==> src/hdl/bch_pkg.sv <==
// Shared types, constants and GF(2) helper functions for the BCH(15,7) codec.
// No dependencies; imported by every module of the codec.
package bch_pkg;

    localparam int unsigned N         = 15;
    localparam int unsigned K         = 7;
    localparam int unsigned M         = 8;
    localparam int unsigned T_CORRECT = 2;
    localparam logic [M:0]  GEN_POLY  = 9'h1D1;

    typedef enum logic {
        OP_ENCODE = 1'b0,
        OP_DECODE = 1'b1
    } t_op;

    typedef logic [N-1:0] t_word;
    typedef logic [M-1:0] t_rem;
    typedef logic [K-1:0] t_data;

    typedef struct packed {
        t_op   op;
        t_word word;
    } t_in_item;

    typedef struct packed {
        t_word result;
        logic  failed;
    } t_out_item;

    typedef struct packed {
        t_op              op;
        t_word            word;
        t_rem [N-1:0]     rem;
        logic [N-1:0]     ok;
    } t_syn_item;

    typedef struct packed {
        t_op   op;
        t_word word;
        logic  failed;
    } t_fix_item;

    function automatic t_word rot_left(t_word w, int unsigned s);
        logic [2*N-1:0] d;
        d = {w, w} << s;
        return d[2*N-1:N];
    endfunction

    function automatic t_word rot_right(t_word w, int unsigned s);
        logic [2*N-1:0] d;
        d = {w, w} >> s;
        return d[N-1:0];
    endfunction

    function automatic t_rem gf2_rem(t_word w);
        t_word r;
        r = w;
        for (int i = K - 1; i >= 0; i--) begin
            if (r[i+M]) begin
                r = r ^ (t_word'(GEN_POLY) << i);
            end
        end
        return r[M-1:0];
    endfunction

    function automatic t_data gf2_quot(t_word w);
        t_word r;
        t_data q;
        r = w;
        q = '0;
        for (int i = K - 1; i >= 0; i--) begin
            if (r[i+M]) begin
                q[i] = 1'b1;
                r = r ^ (t_word'(GEN_POLY) << i);
            end
        end
        return q;
    endfunction

    function automatic t_word gf2_mul(t_data d);
        t_word acc;
        acc = '0;
        for (int i = 0; i < K; i++) begin
            if (d[i]) begin
                acc = acc ^ (t_word'(GEN_POLY) << i);
            end
        end
        return acc;
    endfunction

    function automatic logic low_weight(t_rem r);
        logic [3:0] c;
        c = '0;
        for (int i = 0; i < M; i++) begin
            c = c + 4'(r[i]);
        end
        return c <= 4'(T_CORRECT);
    endfunction

endpackage

==> src/hdl/bch_15_7_codec.sv <==
// BCH(15,7) t=2 codec: encode by generator product, decode by error trapping.
// Three register stages lie between input transfer and output valid: bch_syn, bch_trap, bch_out.
// Throughput: one item per cycle when not stalled; a stall holds every full stage in place.
// Reset: synchronous active-low i_rst_n clears the stage valid bits only.
// Depends on bch_pkg, bch_syn, bch_trap, bch_out.
module bch_15_7_codec (
    input  logic               i_clk,
    input  logic               i_rst_n,
    input  logic               i_in_valid,
    output logic               o_in_ready,
    input  bch_pkg::t_in_item  i_in_data,
    output logic               o_out_valid,
    input  logic               i_out_ready,
    output bch_pkg::t_out_item o_out_data
);
    import bch_pkg::*;

    logic      syn_vld;
    logic      syn_rdy;
    t_syn_item syn_data;
    logic      fix_vld;
    logic      fix_rdy;
    t_fix_item fix_data;

    bch_syn u_syn (
        .i_clk   (i_clk),
        .i_rst_n (i_rst_n),
        .i_vld   (i_in_valid),
        .o_rdy   (o_in_ready),
        .i_data  (i_in_data),
        .o_vld   (syn_vld),
        .i_rdy   (syn_rdy),
        .o_data  (syn_data)
    );

    bch_trap u_trap (
        .i_clk   (i_clk),
        .i_rst_n (i_rst_n),
        .i_vld   (syn_vld),
        .o_rdy   (syn_rdy),
        .i_data  (syn_data),
        .o_vld   (fix_vld),
        .i_rdy   (fix_rdy),
        .o_data  (fix_data)
    );

    bch_out u_out (
        .i_clk   (i_clk),
        .i_rst_n (i_rst_n),
        .i_vld   (fix_vld),
        .o_rdy   (fix_rdy),
        .i_data  (fix_data),
        .o_vld   (o_out_valid),
        .i_rdy   (i_out_ready),
        .o_data  (o_out_data)
    );

endmodule

==> src/hdl/bch_syn.sv <==
// Stage 1: remainder of every cyclic rotation of the word and its weight test.
// Depends on bch_pkg.
module bch_syn (
    input  logic               i_clk,
    input  logic               i_rst_n,
    input  logic               i_vld,
    output logic               o_rdy,
    input  bch_pkg::t_in_item  i_data,
    output logic               o_vld,
    input  logic               i_rdy,
    output bch_pkg::t_syn_item o_data
);
    import bch_pkg::*;

    logic      r_vld;
    t_syn_item r_data;
    t_syn_item n_data;

    assign o_rdy = !r_vld || i_rdy;

    always_comb begin
        n_data.op   = i_data.op;
        n_data.word = i_data.word;
        for (int s = 0; s < N; s++) begin
            n_data.rem[s] = gf2_rem(rot_left(i_data.word, s));
            n_data.ok[s]  = low_weight(n_data.rem[s]);
        end
    end

    always_ff @(posedge i_clk) begin
        if (!i_rst_n) begin
            r_vld <= 1'b0;
        end else if (o_rdy) begin
            r_vld <= i_vld;
        end
    end

    always_ff @(posedge i_clk) begin
        if (o_rdy && i_vld) begin
            r_data <= n_data;
        end
    end

    assign o_vld  = r_vld;
    assign o_data = r_data;

`ifndef SYNTHESIS
    a_zero_rem_ok: assert property (@(posedge i_clk) disable iff (!i_rst_n)
        r_vld && r_data.rem[0] == '0 |-> r_data.ok[0])
        else $error("zero remainder not flagged as trappable");
    a_hold: assert property (@(posedge i_clk) disable iff (!i_rst_n)
        r_vld && !i_rdy |=> r_vld && $stable(r_data))
        else $error("stage 1 lost data under stall");
`endif

endmodule

==> src/hdl/bch_trap.sv <==
// Stage 2: pick the first trapping rotation and correct the received word.
// Depends on bch_pkg.
module bch_trap (
    input  logic               i_clk,
    input  logic               i_rst_n,
    input  logic               i_vld,
    output logic               o_rdy,
    input  bch_pkg::t_syn_item i_data,
    output logic               o_vld,
    input  logic               i_rdy,
    output bch_pkg::t_fix_item o_data
);
    import bch_pkg::*;

    logic      r_vld;
    t_fix_item r_data;
    t_fix_item n_data;
    t_word     err;

    assign o_rdy = !r_vld || i_rdy;

    always_comb begin
        err = '0;
        for (int s = N - 1; s >= 0; s--) begin
            if (i_data.ok[s]) begin
                err = rot_right(t_word'(i_data.rem[s]), s);
            end
        end
        n_data.op     = i_data.op;
        n_data.failed = (i_data.op == OP_DECODE) && (i_data.ok == '0);
        n_data.word   = (i_data.op == OP_DECODE) ? (i_data.word ^ err) : i_data.word;
    end

    always_ff @(posedge i_clk) begin
        if (!i_rst_n) begin
            r_vld <= 1'b0;
        end else if (o_rdy) begin
            r_vld <= i_vld;
        end
    end

    always_ff @(posedge i_clk) begin
        if (o_rdy && i_vld) begin
            r_data <= n_data;
        end
    end

    assign o_vld  = r_vld;
    assign o_data = r_data;

`ifndef SYNTHESIS
    a_fail_decode: assert property (@(posedge i_clk) disable iff (!i_rst_n)
        r_vld && r_data.failed |-> r_data.op == OP_DECODE)
        else $error("failure flagged on encode");
`endif

endmodule

==> src/hdl/bch_out.sv <==
// Stage 3: quotient of the corrected word or product for encode; output register.
// Depends on bch_pkg.
module bch_out (
    input  logic               i_clk,
    input  logic               i_rst_n,
    input  logic               i_vld,
    output logic               o_rdy,
    input  bch_pkg::t_fix_item i_data,
    output logic               o_vld,
    input  logic               i_rdy,
    output bch_pkg::t_out_item o_data
);
    import bch_pkg::*;

    logic      r_vld;
    t_out_item r_data;
    t_out_item n_data;

    assign o_rdy = !r_vld || i_rdy;

    always_comb begin
        if (i_data.op == OP_ENCODE) begin
            n_data.result = gf2_mul(i_data.word[K-1:0]);
        end else if (i_data.failed) begin
            n_data.result = '0;
        end else begin
            n_data.result = t_word'(gf2_quot(i_data.word));
        end
        n_data.failed = i_data.failed;
    end

    always_ff @(posedge i_clk) begin
        if (!i_rst_n) begin
            r_vld <= 1'b0;
        end else if (o_rdy) begin
            r_vld <= i_vld;
        end
    end

    always_ff @(posedge i_clk) begin
        if (o_rdy && i_vld) begin
            r_data <= n_data;
        end
    end

    assign o_vld  = r_vld;
    assign o_data = r_data;

`ifndef SYNTHESIS
    a_fail_zero: assert property (@(posedge i_clk) disable iff (!i_rst_n)
        r_vld && r_data.failed |-> r_data.result == '0)
        else $error("failed result is not zero");
    a_hold: assert property (@(posedge i_clk) disable iff (!i_rst_n)
        r_vld && !i_rdy |=> r_vld && $stable(r_data))
        else $error("output register changed under stall");
`endif

endmodule

==> config.mk <==
export PLATFORM = sky130hd
export DESIGN_NAME = bch_15_7_codec
export DESIGN_NICKNAME = d
export VERILOG_FILES = /design/src/hdl/bch_pkg.sv /design/src/hdl/bch_15_7_codec.sv /design/src/hdl/bch_syn.sv /design/src/hdl/bch_trap.sv /design/src/hdl/bch_out.sv
export SDC_FILE = /design/constraint.sdc
export NUM_CORES = 1
export LEC_CHECK = 0
export BUFFER_PORTS_ARGS = -buffer_cell sky130_fd_sc_hd__buf_2
export CORE_MARGIN = 5
export CORE_UTILIZATION = 48
export CTS_BUF_LIST = sky130_fd_sc_hd__clkbuf_4
export DETAILED_ROUTE_END_ITERATION = 8
export GPL_ROUTABILITY_DRIVEN = 0
export GPL_TIMING_DRIVEN = 0
export HOLD_SLACK_MARGIN = 0.05
export MAX_ROUTING_LAYER = met4
export PLACE_DENSITY = 0.74
export SYNTH_ARGS = -nofsm -noshare
export SYNTH_HDL_FRONTEND = slang
export SYNTH_HIERARCHICAL = 1
export SYNTH_SLANG_ARGS = --single-unit
==> constraint.sdc <==
create_clock -name i_clk -period 6.2 [get_ports i_clk]
set_input_delay 1.24 -clock i_clk [delete_from_list [all_inputs] [get_ports i_clk]]
set_output_delay 1.24 -clock i_clk [all_outputs]
set_load 0.1 [all_outputs]
==> flow_metrics.env <==
export IMPL_setup_viol=0
export IMPL_cts_tree="built"
export IMPL_placed_cell_area_sq_um=12600
export IMPL_dieWidth_microns=168
export IMPL_power_per_cell_area_nw_per_um2=454
export IMPL_grt_max_degree=70
export IMPL_ant_nets=0
export IMPL_ir_drop_uv=194
export IMPL_syn_to_final_growth_pct=8.48
export IMPL_clockRootBuffer="clkbuf_4"
export IMPL_worstPathRequired_ns=6.68
export IMPL_netlist_instances=1027
export IMPL_finalCritPeriodShare_pct=85.6
export IMPL_drtIter0Drc=846
export IMPL_rsz0062_at_grt="false"
export IMPL_dp_hpwl_microns=20800
export IMPL_syn_nets=1152
export IMPL_postLayoutCellArea_sq_um=13000
export IMPL_boundaryPins=38
export IMPL_p_leak_nw=5.19
export IMPL_wl_microns=27300
export IMPL_hold_buffers=0
export IMPL_clk_path_buf_depth=2
export IMPL_firstDrtPassIters=8
export IMPL_grt_pass1_vias=7565
export IMPL_cp_arrival_ns=5.78
export IMPL_htreeDepth=4
export IMPL_die_area_sq_um=28300
export IMPL_slew_violations=0
export IMPL_seq_power_share_pct=29.7
export IMPL_grt_first_pass_wirelength_microns=42300
export IMPL_initial_core_util_pct=49.1
export IMPL_antenna_found_initial=1
export IMPL_io_buffers=36
export IMPL_cts_made_buffers=17
export IMPL_nets=1209
export IMPL_die_y_microns=168
export IMPL_fmax_mhz=188
export IMPL_worstHoldPathCells=2
export IMPL_power_internal_mw=3.45
export IMPL_yosys_warnings=6
export IMPL_rr_worst_depth=6
export IMPL_startpoint_type="primary input"
export IMPL_p_clk_share_pct=13.9
export IMPL_r2r_slack_ns=3.30
export IMPL_total_power_mw=5.92
export IMPL_netlist_area_sq_um=12000
export IMPL_p_switching_mw=2.46
export IMPL_min_delay_path_class="register to register"
export IMPL_cp_max_fo=6
export IMPL_path_clk_slew_ns=0.15
export IMPL_cts_resized=0
export IMPL_synth_avg_cell_area_sq_um=11.7
export IMPL_dp_cells=1389
export IMPL_tightestPinTransition_ns=1.12
export IMPL_numClockSinks=177
export IMPL_wl_per_cell_microns=19.2
export IMPL_worst_setup_path_end_kind="register"
export IMPL_skew_ns=0.0253
export IMPL_fp_coreArea_sq_um=24500
export IMPL_slew_headroom_pct=24.7
export IMPL_clk_latency_ns=0.61
export IMPL_swShare_pct=41.6
export IMPL_critical_path_class="primary input to register"
export IMPL_track_usage_pct=20.2
export IMPL_fin_util_pct=53.2
export IMPL_row_count=57
export IMPL_layout_drive_gt1_share_pct=10.7
export IMPL_critPathLaunch="i_in_data[1]"
export IMPL_maxCapViolations=0
export IMPL_fillers=2091
export IMPL_gr_total_overflow=0
export IMPL_final_cells=1422
export IMPL_status="complete, no violations"
export IMPL_rr_endpoint="u_trap/o_data[10]"
export IMPL_r2r_start="u_syn/o_data[1]"
export IMPL_post_cts_buffers=0
export IMPL_combPwrFrac_pct=56.5
export IMPL_drcViolationCount=0
export IMPL_hold_viol=0
export IMPL_fin_crit_ns=5.31
export IMPL_avgViaCountPerCell=5.37
export IMPL_via_count=7637
export IMPL_cp_endpoint="u_syn/o_data[2]"
## power groups by stage
stage / Combinational, mW / Sequential, mW / Clock (mW)
after global routing: 3.87 / 1.77 / 0.885
after CTS: 3.36 / 1.76 / 0.827
final: 3.34 / 1.76 / 0.821
after global placement: 3.14 / 1.79 / 0
after detailed placement: 3.34 / 1.78 / 0
after floorplan: 2.54 / 1.78 / 0
## worst min path at each step
| stage | slack, ns | from | to |
|---|---|---|---|
| final | 0.50 | u_trap/o_vld | u_out/o_vld |
| after detailed placement | 0.48 | u_trap/o_vld | u_out/o_vld |
| after floorplan | 0.44 | u_syn/o_data[150] | u_trap/o_data[16] |
| after global placement | 0.45 | u_trap/o_vld | u_out/o_vld |
| after CTS | 0.49 | u_trap/o_vld | u_out/o_vld |
| after global routing | 0.51 | u_trap/o_vld | u_out/o_vld |
## layout make-up
type	instances	area (sq um)	area share [%]
well taps	324	405	3.11
plain buffers	41	223	1.71
clock inverters	10	206	1.59
inverters	176	661	5.07
diodes	1	2.50	0.0192
repair buffers	38	235	1.81
multi-input cells	633	5840	44.8
clock buffers	22	165	1.27
flip-flops and latches	177	5290	40.6
## layer usage
layer  share of wire, %  vias up  GRT usage (%)
li1                   -     3512              -
met1                 41     3751           27.3
met2                 48      342           32.5
met3                9.0       32           3.28
met4                1.5        0           4.69
met5                  0        -              -
## flip-flops by register name, indices dropped and copies added (netlist names)
name	cells
u_out/o_vld	1
u_trap/o_vld	1
u_syn/o_data	142
u_out/o_data	16
u_trap/o_data	16
u_syn/o_vld	1
## per-stage QoR
stage / TNS [ns] / setup slack (ns) / hold slack [ns]
2_1_floorplan: 0 / 0.0285 / 0.439
3_3_place_gp: -95.32 / -0.679 / 0.454
3_5_place_dp: 0 / 0.314 / 0.478
4_1_cts: 0 / 0.935 / 0.492
5_1_grt: 0 / 0.742 / 0.513
6_report: 0 / 0.891 / 0.496
## placed cells by master, fill, tap and decap left out, types with 4 or more instances in the layout
cell and instances:
nor2_1 16, ha_1 45, o21ai_0 13, xnor2_2 9
bufinv_16 6, a211oi_1 10, a221o_1 4, o211ai_1 9
nand2b_1 9, o22ai_1 11, nor3b_1 4, buf_2 49
xnor2_1 165, nand2_1 39, edfxtp_1 174, fa_1 60
xor2_1 94, and2_1 5, or2_2 4, nor3_1 5
clkbuf_1 14, a221oi_1 7, mux2i_1 8, buf_4 10
o221ai_1 7, nand3b_1 9, inv_1 176, nor2b_1 17
clkbuf_4 22, a21oi_1 30, a31oi_1 13
## worst max-delay path, cell delays in order
cell	delay [ns]
buf_2	0.13
buf_4	0.19
xnor2_1	0.73
xor2_1	0.74
inv_1	0.15
fa_1	0.50
fa_1	0.54
fa_1	0.41
inv_1	0.06
ha_1	0.16
inv_1	0.06
fa_1	0.38
a211oi_1	0.25
mux2i_1	0.11
a21oi_1	0.12
(Power assumes the default switching activity.)
